===== src/hlcc_pkg.sv =====
// Shared types, register indexes and the duty table for the heater level cook controller.
package hlcc_pkg;

  typedef struct packed {
    logic [3:0] buttons_pressed;
    logic       tick;
  } in_item_t;

  typedef struct packed {
    logic [2:0] level_leds;
    logic       heater_on;
    logic       heater_idle_lamp;
    logic       cooking;
  } out_item_t;

  typedef struct packed {
    logic [7:0] cook_seconds;
    logic [6:0] hold_repeat_ticks;
    logic [6:0] ticks_per_second;
  } cfg_regs_t;

  typedef enum logic [2:0] {
    PRESS_NONE  = 3'd0,
    PRESS_UP    = 3'd1,
    PRESS_DOWN  = 3'd2,
    PRESS_STOP  = 3'd3,
    PRESS_START = 3'd4
  } press_t;

  typedef enum logic {
    PH_SELECT = 1'b0,
    PH_COOK   = 1'b1
  } phase_t;

  localparam int CFG_IDX_W  = 2;
  localparam int CFG_DATA_W = 8;

  localparam logic [CFG_IDX_W-1:0] CFG_COOK_SECONDS      = 2'd0;
  localparam logic [CFG_IDX_W-1:0] CFG_HOLD_REPEAT_TICKS = 2'd1;
  localparam logic [CFG_IDX_W-1:0] CFG_TICKS_PER_SECOND  = 2'd2;

  localparam logic [7:0] COOK_SECONDS_RST      = 8'd16;
  localparam logic [6:0] HOLD_REPEAT_TICKS_RST = 7'd100;
  localparam logic [6:0] TICKS_PER_SECOND_RST  = 7'd100;

  localparam logic [2:0] LEVEL_MAX = 3'd7;

  // On-count of the heater window for each power level.
  function automatic logic [6:0] duty_on(input logic [2:0] lv);
    logic [6:0] r;
    case (lv)
      3'd1:    r = 7'd10;
      3'd2:    r = 7'd20;
      3'd3:    r = 7'd40;
      3'd4:    r = 7'd25;
      3'd5:    r = 7'd35;
      3'd6:    r = 7'd45;
      default: r = 7'd0;
    endcase
    return r;
  endfunction

  // Period of the heater window for each power level.
  function automatic logic [6:0] duty_period(input logic [2:0] lv);
    logic [6:0] r;
    case (lv)
      3'd1, 3'd2, 3'd3: r = 7'd100;
      3'd4, 3'd5, 3'd6: r = 7'd50;
      default:          r = 7'd0;
    endcase
    return r;
  endfunction

endpackage


===== src/hlcc_cfg.sv =====
// Configuration register file for the heater level cook controller.
module hlcc_cfg (
  input  logic                                clk,
  input  logic                                rst_n,
  input  logic                                cfg_we,
  input  logic [hlcc_pkg::CFG_IDX_W-1:0]      cfg_index,
  input  logic [hlcc_pkg::CFG_DATA_W-1:0]     cfg_data,
  output hlcc_pkg::cfg_regs_t                 regs
);

  hlcc_pkg::cfg_regs_t regs_r, regs_nxt;

  always_comb begin
    regs_nxt = regs_r;
    if (cfg_we) begin
      case (cfg_index)
        hlcc_pkg::CFG_COOK_SECONDS:      regs_nxt.cook_seconds      = cfg_data;
        hlcc_pkg::CFG_HOLD_REPEAT_TICKS: regs_nxt.hold_repeat_ticks = cfg_data[6:0];
        hlcc_pkg::CFG_TICKS_PER_SECOND:  regs_nxt.ticks_per_second  = cfg_data[6:0];
        default:                         regs_nxt = regs_r;
      endcase
    end
  end

  always_ff @(posedge clk) begin
    if (!rst_n) begin
      regs_r.cook_seconds      <= hlcc_pkg::COOK_SECONDS_RST;
      regs_r.hold_repeat_ticks <= hlcc_pkg::HOLD_REPEAT_TICKS_RST;
      regs_r.ticks_per_second  <= hlcc_pkg::TICKS_PER_SECOND_RST;
    end else begin
      regs_r <= regs_nxt;
    end
  end

  assign regs = regs_r;

endmodule


===== src/hlcc_engine.sv =====
// Controller state and its one-item update: button latch, tick counters, phase and heater window.
module hlcc_engine (
  input  logic                 clk,
  input  logic                 rst_n,
  input  logic                 step,
  input  hlcc_pkg::in_item_t   item,
  input  hlcc_pkg::cfg_regs_t  regs,
  output hlcc_pkg::out_item_t  result
);

  logic [3:0]       prev_btn_r, prev_btn_nxt;
  hlcc_pkg::press_t latch_r, latch_nxt;
  logic [6:0]       hold_r, hold_nxt;
  logic [2:0]       level_r, level_nxt;
  hlcc_pkg::phase_t phase_r, phase_nxt;
  logic [6:0]       pwm_r, pwm_nxt;
  logic [6:0]       presc_r, presc_nxt;
  logic [7:0]       secs_r, secs_nxt;
  logic [1:0]       lamps_r, lamps_nxt;

  logic [3:0] fresh;
  logic [6:0] on_cnt;
  logic [6:0] period;

  assign fresh  = (item.buttons_pressed ^ prev_btn_r) & item.buttons_pressed;
  assign on_cnt = hlcc_pkg::duty_on(level_r);
  assign period = hlcc_pkg::duty_period(level_r);

  always_comb begin
    prev_btn_nxt = prev_btn_r;
    latch_nxt    = latch_r;
    hold_nxt     = hold_r;
    level_nxt    = level_r;
    phase_nxt    = phase_r;
    pwm_nxt      = pwm_r;
    presc_nxt    = presc_r;
    secs_nxt     = secs_r;
    lamps_nxt    = lamps_r;

    // A button change latches the highest newly pressed button, or clears the latch.
    if (item.buttons_pressed != prev_btn_r) begin
      prev_btn_nxt = item.buttons_pressed;
      if (fresh[3])      latch_nxt = hlcc_pkg::PRESS_START;
      else if (fresh[2]) latch_nxt = hlcc_pkg::PRESS_STOP;
      else if (fresh[1]) latch_nxt = hlcc_pkg::PRESS_DOWN;
      else if (fresh[0]) latch_nxt = hlcc_pkg::PRESS_UP;
      else               latch_nxt = hlcc_pkg::PRESS_NONE;
    end

    if (item.tick) begin
      hold_nxt = hold_r + 7'd1;
      if (phase_r == hlcc_pkg::PH_COOK) begin
        pwm_nxt   = pwm_r + 7'd1;
        presc_nxt = presc_r + 7'd1;
        if (presc_nxt >= regs.ticks_per_second) begin
          presc_nxt = '0;
          if (secs_r != 8'hFF) secs_nxt = secs_r + 8'd1;
        end
      end
    end

    if (phase_r == hlcc_pkg::PH_SELECT) begin
      if (latch_nxt == hlcc_pkg::PRESS_UP || latch_nxt == hlcc_pkg::PRESS_DOWN) begin
        if (hold_nxt >= regs.hold_repeat_ticks) begin
          hold_nxt = '0;
          if (latch_nxt == hlcc_pkg::PRESS_UP) begin
            if (level_r != hlcc_pkg::LEVEL_MAX) level_nxt = level_r + 3'd1;
          end else begin
            if (level_r != 3'd0) level_nxt = level_r - 3'd1;
          end
        end
      end else begin
        hold_nxt = '0;
      end
      if (latch_nxt == hlcc_pkg::PRESS_START) begin
        phase_nxt = hlcc_pkg::PH_COOK;
        latch_nxt = hlcc_pkg::PRESS_NONE;
      end
    end else begin
      if (level_r == 3'd0) begin
        lamps_nxt = 2'b10;
      end else if (level_r == hlcc_pkg::LEVEL_MAX) begin
        lamps_nxt = 2'b01;
      end else begin
        lamps_nxt = (pwm_nxt <= on_cnt) ? 2'b01 : 2'b10;
        if (pwm_nxt >= period) pwm_nxt = '0;
      end
      // Ending the cook clears everything but the button history.
      if (secs_nxt >= regs.cook_seconds || latch_nxt == hlcc_pkg::PRESS_STOP) begin
        latch_nxt = hlcc_pkg::PRESS_NONE;
        hold_nxt  = '0;
        level_nxt = '0;
        phase_nxt = hlcc_pkg::PH_SELECT;
        pwm_nxt   = '0;
        presc_nxt = '0;
        secs_nxt  = '0;
        lamps_nxt = '0;
      end
    end
  end

  always_comb begin
    result.level_leds       = level_nxt;
    result.heater_on        = lamps_nxt[0];
    result.heater_idle_lamp = lamps_nxt[1];
    result.cooking          = (phase_nxt == hlcc_pkg::PH_COOK);
  end

  always_ff @(posedge clk) begin
    if (!rst_n) begin
      prev_btn_r <= '0;
      latch_r    <= hlcc_pkg::PRESS_NONE;
      hold_r     <= '0;
      level_r    <= '0;
      phase_r    <= hlcc_pkg::PH_SELECT;
      pwm_r      <= '0;
      presc_r    <= '0;
      secs_r     <= '0;
      lamps_r    <= '0;
    end else if (step) begin
      prev_btn_r <= prev_btn_nxt;
      latch_r    <= latch_nxt;
      hold_r     <= hold_nxt;
      level_r    <= level_nxt;
      phase_r    <= phase_nxt;
      pwm_r      <= pwm_nxt;
      presc_r    <= presc_nxt;
      secs_r     <= secs_nxt;
      lamps_r    <= lamps_nxt;
    end
  end

`ifndef SYNTH
  a_lamps_exclusive: assert property (@(posedge clk) disable iff (!rst_n)
    !(lamps_r[0] && lamps_r[1]))
    else $error("heater and idle lamp lit together");
  a_lamps_off_selecting: assert property (@(posedge clk) disable iff (!rst_n)
    (phase_r == hlcc_pkg::PH_SELECT) |-> (lamps_r == 2'b00))
    else $error("lamp lit outside cooking");
  a_no_step_holds: assert property (@(posedge clk) disable iff (!rst_n)
    !step |=> $stable(level_r) && $stable(phase_r) && $stable(secs_r))
    else $error("state changed without an item");
`endif

endmodule


===== src/heater_level_cook_controller_core.sv =====
// Top level of the heater level cook controller: input stage, controller and result register.
// Each accepted item (four button levels and a tick flag) yields exactly one result item
// with the power level, the two lamp outputs and the cooking flag as they stand after that
// sample. Throughput is one item per clock while the result side does not stall; an accepted
// item is held in the input register while the controller update is computed, and the result
// register loads the result when the item advances.
// The whole update of the controller state happens as an item moves from the input register
// to the result register, so items are processed strictly in order. The three configuration
// registers reset to 16 s, 100 ticks and 100 ticks and should be written only while idle.
module heater_level_cook_controller_core (
  input  logic                             clk,
  input  logic                             rst_n,
  input  logic                             in_valid,
  output logic                             in_stall,
  input  hlcc_pkg::in_item_t               in_data,
  output logic                             out_valid,
  input  logic                             out_stall,
  output hlcc_pkg::out_item_t              out_data,
  input  logic                             cfg_we,
  input  logic [hlcc_pkg::CFG_IDX_W-1:0]   cfg_index,
  input  logic [hlcc_pkg::CFG_DATA_W-1:0]  cfg_data
);

  logic                in_valid_r, in_valid_nxt;
  hlcc_pkg::in_item_t  in_data_r;
  logic                out_valid_r, out_valid_nxt;
  hlcc_pkg::out_item_t out_data_r;
  logic                advance;
  logic                take;
  hlcc_pkg::cfg_regs_t regs;
  hlcc_pkg::out_item_t result;

  // The held item moves on when the result register is empty or being emptied.
  assign advance  = in_valid_r && (!out_valid_r || !out_stall);
  assign in_stall = in_valid_r && !advance;
  assign take     = in_valid && !in_stall;

  assign in_valid_nxt  = take || (in_valid_r && !advance);
  assign out_valid_nxt = advance || (out_valid_r && out_stall);

  hlcc_cfg u_cfg (
    .clk       (clk),
    .rst_n     (rst_n),
    .cfg_we    (cfg_we),
    .cfg_index (cfg_index),
    .cfg_data  (cfg_data),
    .regs      (regs)
  );

  hlcc_engine u_engine (
    .clk    (clk),
    .rst_n  (rst_n),
    .step   (advance),
    .item   (in_data_r),
    .regs   (regs),
    .result (result)
  );

  always_ff @(posedge clk) begin
    if (!rst_n) begin
      in_valid_r  <= 1'b0;
      out_valid_r <= 1'b0;
    end else begin
      in_valid_r  <= in_valid_nxt;
      out_valid_r <= out_valid_nxt;
    end
  end

  always_ff @(posedge clk) begin
    if (take)    in_data_r  <= in_data;
    if (advance) out_data_r <= result;
  end

  assign out_valid = out_valid_r;
  assign out_data  = out_data_r;

`ifndef SYNTH
  a_heater_only_cooking: assert property (@(posedge clk) disable iff (!rst_n)
    out_valid_r && out_data_r.heater_on |-> out_data_r.cooking)
    else $error("heater driven outside cooking");
  a_held_item_kept: assert property (@(posedge clk) disable iff (!rst_n)
    in_valid_r && !advance |=> in_valid_r && $stable(in_data_r))
    else $error("held input item lost or changed");
  a_result_kept: assert property (@(posedge clk) disable iff (!rst_n)
    out_valid_r && out_stall |=> out_valid_r && $stable(out_data_r))
    else $error("stalled result lost or changed");
`endif

endmodule


===== config.mk =====
export PLATFORM = sky130hd
export DESIGN_NAME = heater_level_cook_controller_core
export DESIGN_NICKNAME = d
export VERILOG_FILES = /design/src/hlcc_pkg.sv /design/src/hlcc_cfg.sv /design/src/hlcc_engine.sv /design/src/heater_level_cook_controller_core.sv
export SDC_FILE = /design/constraint.sdc
export NUM_CORES = 1
export LEC_CHECK = 0
export BUFFER_PORTS_ARGS = -buffer_cell sky130_fd_sc_hd__buf_2
export CAP_MARGIN = 25
export CORE_UTILIZATION = 30
export DETAILED_ROUTE_END_ITERATION = 10
export SETUP_SLACK_MARGIN = 0.02
export SLEW_MARGIN = 20
export SYNTH_ARGS = -nofsm -noshare
export SYNTH_HDL_FRONTEND = slang
export SYNTH_SLANG_ARGS = --single-unit

===== constraint.sdc =====
create_clock -name clk -period 9.3 [get_ports clk]
set_input_delay 1.86 -clock clk [delete_from_list [all_inputs] [get_ports clk]]
set_output_delay 1.86 -clock clk [all_outputs]
set_load 0.03 [all_outputs]

==> flow_metrics.tcl, run 1 <==
set metrics [dict create \
    status "finished, final reports clean" \
    row_count 46 \
    vdd_drop_max_mv 0.1117 \
    cpMostUsedCell "ha_1" \
    postSynth.asyncResetShare 0 \
    grt_pass1_vias 3837 \
    synth_top_area_cell "dfxtp_1" \
    finalMaxSlewViolations 0 \
    synth_area_mm2 0.004912 \
    ant_nets 0 \
    p_per_area_mw_per_mm2 142.7 \
    drive_gt1_frac 0.1120 \
    cts_resized 0 \
    vias 4045 \
    cts-root-buf "clkbuf_16" \
    tightest_slew_ps 864.9 \
    chipHeight_um 130.0 \
    cts.path.max_buffers 2 \
    finalCritPeriodShare 0.5093 \
    pwr-share-clk 0.441 \
    path_class "reg2reg" \
    cts_buffers 9 \
    die_w_um 130.0 \
    ys_top_cells_by_count "66 x dfxtp_1, 65 x nand2_1, 48 x ha_1" \
    r2r_cells 18 \
    setup_violations 0 \
    overflow 0 \
    yosys.area.top_type_share 0.2690 \
    grt_max_degree 31 \
    ios 28 \
    endpoint_kind "register" \
    diodes 0 \
    instances_no_fill 814 \
    yosysMostFrequentCell "dfxtp_1" \
    yosysUniqueCellTypes 71 \
    syn_inst 578 \
    cp_data_arrival_time_ps 5000 \
    worstSetupStartpointType "register" \
    ctsHoldBuffers 0 \
    synth_edf_count 11 \
    max_cap_viol_count 0 \
    total_power_uw 787.4 \
    cp_max_fo 15 \
    synth_warnings 0 \
    gp_congestion 0.8156 \
    cp_slowest_stage_delay_ps 560 \
    synth.area.top_cells "dfxtp_1 27%, ha_1 12%, edfxtp_1 6.7%" \
    drc 0 \
    wl_mm 11.24 \
    synth_flop_cell "dfxtp_1" \
    crit_path_top_delay_cell "a221oi_2" \
    grt.total_usage 0.1460 \
    cts_tree "done" \
    dieArea_mm2 0.01689 \
    hold_violations 0 \
    max_slew_margin 0.4198 \
    rsz0062_at_grt "false" \
    seqPwrFrac 0.454 \
    initialDrtViolationCount 272 \
    syn2layout_area_growth_pct 12.35 \
    postLayoutCoreUtil 0.3462 \
    dr.pass1.iters 6 \
    antenna_found_initial 0 \
    clock_skew_ps 9.833 \
    leakage_uw 0.002262 \
    fmax_ghz 0.2111 \
    clk_pin_slew_ps 60 \
    netSwitchingFraction 0.2607 \
    coreArea_mm2 0.01594 \
    wl_per_cell_um 13.80 \
    post-route-min-period_ps 4736 \
    post-cts-setup-buffers 0 \
    crit_chain "ha_1, nand2_1, nor2_1, xnor2_1, inv_1, ha_1, o2111a_1, a221oi_2, nor4_1, nor2b_1, a21oi_1, ha_1, a211o_1, a21oi_1, o21a_1, o21a_1, nand4_1, o22ai_1" \
    dp_hpwl_mm 8.011 \
    cp_data_required_time_ps 9560 \
    min_path_type "reg2reg" \
    total_switching_power_uw 205.3 \
    numPortBuffers 27 \
    internal_power_uw 582.1 \
    syn_area_per_cell_um2 8.499 \
    synth_fp_nets 646 \
    dp_cells 798 \
    comb_power_share 0.105 \
    fin_nets 661 \
    synth_seq_cells 77 \
    hold_depth 2 \
    seq_area_frac_synth 0.3362 \
    cts_htree_levels 3 \
    grt_pass1_wl_mm 18.89 \
    start_util 0.3081 \
    viasPerCell 4.969 \
    cts.sinks 77 \
    finalSetupTns_ps 0 \
    clock_latency_ps 350 \
]
power groups by stage:
stage / sequential (µW) / clock [µW] / combinational [µW]
after global placement: 365 / 0 / 82.3
after global routing: 359 / 371 / 93.6
final: 358 / 347 / 82.7
after detailed placement: 365 / 0 / 82.5
after CTS: 358 / 358 / 83.3
after floorplan: 363 / 0 / 60.1
final timing paths:
| check | startpoint | end | slack, ps |
|---|---|---|---|
| min | u_engine.prev_btn_r[0]$_SDFFE_PN0P_ | u_engine.prev_btn_r[0]$_SDFFE_PN0P_ | 460 |
| max reg2reg | u_engine.presc_r[0]$_SDFFE_PN0P_ | u_engine.presc_r[0]$_SDFFE_PN0P_ | 4560 |
| max | u_engine.presc_r[0]$_SDFFE_PN0P_ | u_engine.presc_r[0]$_SDFFE_PN0P_ | 4560 |
| min reg2reg | u_engine.prev_btn_r[0]$_SDFFE_PN0P_ | u_engine.prev_btn_r[0]$_SDFFE_PN0P_ | 460 |
per-layer routing:
| layer | global-route usage | wire length [µm] | share of wire | vias to the layer above |
|---|---|---|---|---|
| met3 | 0.04920 | 452 | 0.040 | 14 |
| met2 | 0.2299 | 4929 | 0.44 | 54 |
| li1 | - | - | - | 2108 |
| met4 | 0.04514 | 167 | 0.015 | 0 |
| met5 | 0 | 0 | 0 | - |
| met1 | 0.1878 | 5688 | 0.51 | 1869 |
cell type report:
cell class | instances | area, µm²
clock buffers | 12 | 267.8
clock inverters | 4 | 30.03
fillers | 1650 | 10420
inverters | 48 | 180.2
multi-input cells | 428 | 2969
flip-flops and latches | 77 | 1652
well taps | 216 | 270.3
repair buffers | 29 | 150.1
worst max-delay path, delay by kind of cell, from the launching register on:
| kind | cells | cell delay [ps] |
|---|---|---|
| AO/OA/AOI/OAI | 8 | 2270 |
| buffers and inverters | 1 | 70 |
| adder cells (fa/ha/maj) | 3 | 860 |
| AND/OR/NAND/NOR | 5 | 930 |
| XOR/XNOR | 1 | 150 |
| flip-flops | 1 | 410 |
sequential cells by signal, summed over array words and instances (netlist names):
| name | flops |
|---|---|
| u_engine.prev_btn_r | 4 |
| out_valid | 1 |
| u_engine.hold_r | 7 |
| out_data | 6 |
| in_valid_r | 1 |
| u_cfg.regs | 22 |
| u_engine.secs_r | 8 |
| u_engine.level_r | 3 |
| u_engine.presc_r | 7 |
| in_data_r | 5 |
| u_engine.phase_r | 1 |
| u_engine.latch_r | 3 |
| u_engine.lamps_r | 2 |
| u_engine.pwm_r | 7 |
logic make-up after synthesis:
| logic type | Yosys count | synth area share |
|---|---|---|
| adder cells (fa/ha/maj) | 48 | 0.1223 |
| flip-flops | 77 | 0.3362 |
| multiplexers | 18 | 0.04101 |
| XOR/XNOR | 24 | 0.04279 |
| AND/OR/NAND/NOR | 199 | 0.2012 |
| buffers and inverters | 73 | 0.06036 |
| AO/OA/AOI/OAI | 139 | 0.1961 |
per-stage QoR:
step | worst slack [ps] | hold WS [ps] | cell area [µm²]
after floorplan | 5241 | 436.3 | 4912
after global placement | 4685 | 448.1 | 5221
after detailed placement | 4586 | 450.5 | 5221
after CTS | 4567 | 458.9 | 5519
after global routing | 4076 | 467.1 | 5519
final | 4564 | 459.3 | 5519
cells in the final DEF (no fill, tap or decap), types with 6 or more instances in the layout:
master     count
a21o_1         6
a21oi_1       39
a31oi_1        8
and2_1         9
buf_2         27
clkbuf_16     10
dfxtp_1       66
edfxtp_1      11
ha_1          48
inv_1         46
mux2i_1       13
nand2_1       65
nand3_1       25
nor2_1        42
nor2b_1        6
nor3_1         8
o211ai_1       7
o21a_1         6
o21ai_0       23
o22ai_1        7
or4_1          6
xnor2_1       17
xor2_1         7
Note: power is estimated with default switching activity, not from simulation.
==> run 2, diff against run 1 <==
==> constraint.sdc (replaced) <==
create_clock -name clk -period 3.8 [get_ports clk]
set_input_delay 0.76 -clock clk [delete_from_list [all_inputs] [get_ports clk]]
set_output_delay 0.76 -clock clk [all_outputs]
set_load 0.03 [all_outputs]
==> flow_metrics.tcl, run 2 (synthesis gave the netlist of run 1 again) <==
set metrics [dict create \
    violations "negative setup slack" \
    dr.pass1.iters 5 \
    start_util 0.3081 \
    cts.path.max_buffers 2 \
    finalMaxSlewViolations 0 \
    cts_buffers 9 \
    setup_violations 40 \
    path_class "reg2reg" \
    ios 28 \
    cts.sinks 77 \
    crit_path_top_delay_cell "or4_4" \
    whs_ps 458.1 \
    initialDrtViolationCount 164 \
    fmax_ghz 0.2504 \
    place_ws_ps -291.6 \
    cts_htree_levels 3 \
    grt.total_usage 0.1574 \
    status "complete, but fails checks" \
    wl_mm 12.93 \
    viasPerCell 5.165 \
    gp_congestion 0.8375 \
    grt_pass1_vias 4321 \
    vdd_drop_max_mv 0.1822 \
    postLayoutCoreUtil 0.3991 \
    dp_cells 828 \
    hp-start "u_engine.prev_btn_r[3]$_SDFFE_PN0P_" \
    tightest_slew_ps 841.3 \
    vias 4483 \
    cp_data_arrival_time_ps 4080 \
    r2r_cells 16 \
    cp_max_fo 7 \
    max_cap_viol_count 0 \
    cp_data_required_time_ps 3880 \
    clock_latency_ps 340 \
    chipHeight_um 130.0 \
    max_slew_margin 0.4367 \
    rsz0062_at_grt "true" \
    min_path_type "reg2reg" \
    final_common_cell "nand2_1" \
    fin_nets 715 \
    wl_per_cell_um 14.90 \
    instances_no_fill 868 \
    syn2layout_area_growth_pct 29.52 \
    p_per_area_mw_per_mm2 323.4 \
    layout_setup_ws_ps -193.1 \
    endpoint_kind "register" \
    row_count 46 \
    min_to "u_engine.prev_btn_r[3]$_SDFFE_PN0P_" \
    numPortBuffers 27 \
    largest_reg_flops 22 \
    cp_slowest_stage_delay_ps 560 \
    crit_chain "ha_4, nand3_1, xor2_1, inv_1, ha_4, o2111a_2, a221oi_4, or4_4, xnor2_2, ha_1, o2111ai_2, o21a_1, o21a_4, buf_6, o211a_1, o21bai_1" \
    ant_nets 0 \
    grt_pass1_wl_mm 20.92 \
    die_w_um 130.0 \
    coreArea_mm2 0.01594 \
    drive_gt1_frac 0.2730 \
    post-route-min-period_ps 3993 \
    dp_hpwl_mm 8.947 \
    diodes 0 \
    finalCritPeriodShare 1.051 \
    grt_max_degree 38 \
    hold_depth 2 \
    clock_skew_ps 7.681 \
    reg2reg_from "u_engine.presc_r[0]$_SDFFE_PN0P_" \
    hold_violations 0 \
    worstSetupStartpointType "register" \
    rr_endpoint "out_data[4]$_DFFE_PP_" \
    clk_pin_slew_ps 60 \
    final_cell_mix "64 x nand2_1, 62 x dfxtp_1, 45 x inv_1, 44 x ha_1, 40 x buf_4" \
    cpMostUsedCell "ha_4" \
    overflow 0 \
    antenna_found_initial 0 \
    leakage_uw 0.002606 \
    drc 0 \
    ff2ff_setup_slack_ps -190 \
    finalSetupTns_ps -3461 \
    dieArea_mm2 0.01689 \
    cts-root-buf "clkbuf_16" \
    cts_tree "done" \
]
-- run 2: what timing repair did --
action | in CTS | in global routing
hold buffers | 0 | 0
endpoints found under the hold margin | 0 | 0
buffers inserted | 17 | 10
gates cloned | 1 | 0
pin swaps | 28 | 34
setup endpoints to repair | 44 | 44
gates resized for setup | 43 | 46
-- run 2: worst max path at each step --
| stage | start | endpoint | slack (ps) | depth (start not counted) |
|---|---|---|---|---|
| 3_5_place_dp | u_engine.presc_r[1]$_SDFFE_PN0P_ | u_engine.secs_r[7]$_SDFFE_PN0P_ | -290 | 18 |
| 6_report | u_engine.presc_r[0]$_SDFFE_PN0P_ | out_data[4]$_DFFE_PP_ | -190 | 16 |
| 2_1_floorplan | u_engine.presc_r[1]$_SDFFE_PN0P_ | out_data[5]$_DFFE_PP_ | 20 | 17 |
| 5_1_grt | u_engine.presc_r[0]$_SDFFE_PN0P_ | u_engine.hold_r[4]$_SDFFE_PN0P_ | -390 | 18 |
| 3_3_place_gp | u_engine.presc_r[1]$_SDFFE_PN0P_ | out_data[4]$_DFFE_PP_ | -180 | 17 |
| 4_1_cts | u_engine.presc_r[0]$_SDFFE_PN0P_ | out_data[4]$_DFFE_PP_ | -100 | 17 |
-- run 2: final cells by class --
cell class	count	area, µm²
Inverter	48	180.2
Timing Repair Buffer	83	615.6
Multi-Input combinational cell	428	3327
Clock inverter	4	53.80
Sequential cell	77	1659
Tap cell	216	270.3
Clock buffer	12	256.5
Fill cell	1553	9580
-- run 2: stage by stage --
step	cell area (µm²)	total power (µW)
2_1_floorplan	4957	1039
3_3_place_gp	5488	1110
3_5_place_dp	5488	1119
4_1_cts	6132	2048
5_1_grt	6362	2131
6_report	6362	2057
-- run 2: routing by layer --
metal,share of wire,vias to the layer above,routed length (µm),track usage
li1,-,2204,-,-
met3,0.031,15,405,0.02829
met4,0.014,0,182,0.04993
met1,0.44,2185,5733,0.1907
met5,0,-,0,0
met2,0.51,79,6608,0.2812
-- run 2: report_power, final --
part | leakage (µW) | internal [µW] | switching [µW]
sequential | 0.000644 | 851 | 23.1
clock | 0.000154 | 549 | 350
combinational | 0.00181 | 119 | 165
total | 0.00261 | 1520 | 539
-- run 2: critical path: cells and delay by family, from the launching register on --
| family | cells | cell delay (ps) |
|---|---|---|
| AO/OA/AOI/OAI | 7 | 1370 |
| adder cells (fa/ha/maj) | 3 | 750 |
| AND/OR/NAND/NOR | 2 | 650 |
| flip-flops | 1 | 370 |
| XOR/XNOR | 2 | 360 |
| buffers and inverters | 2 | 240 |
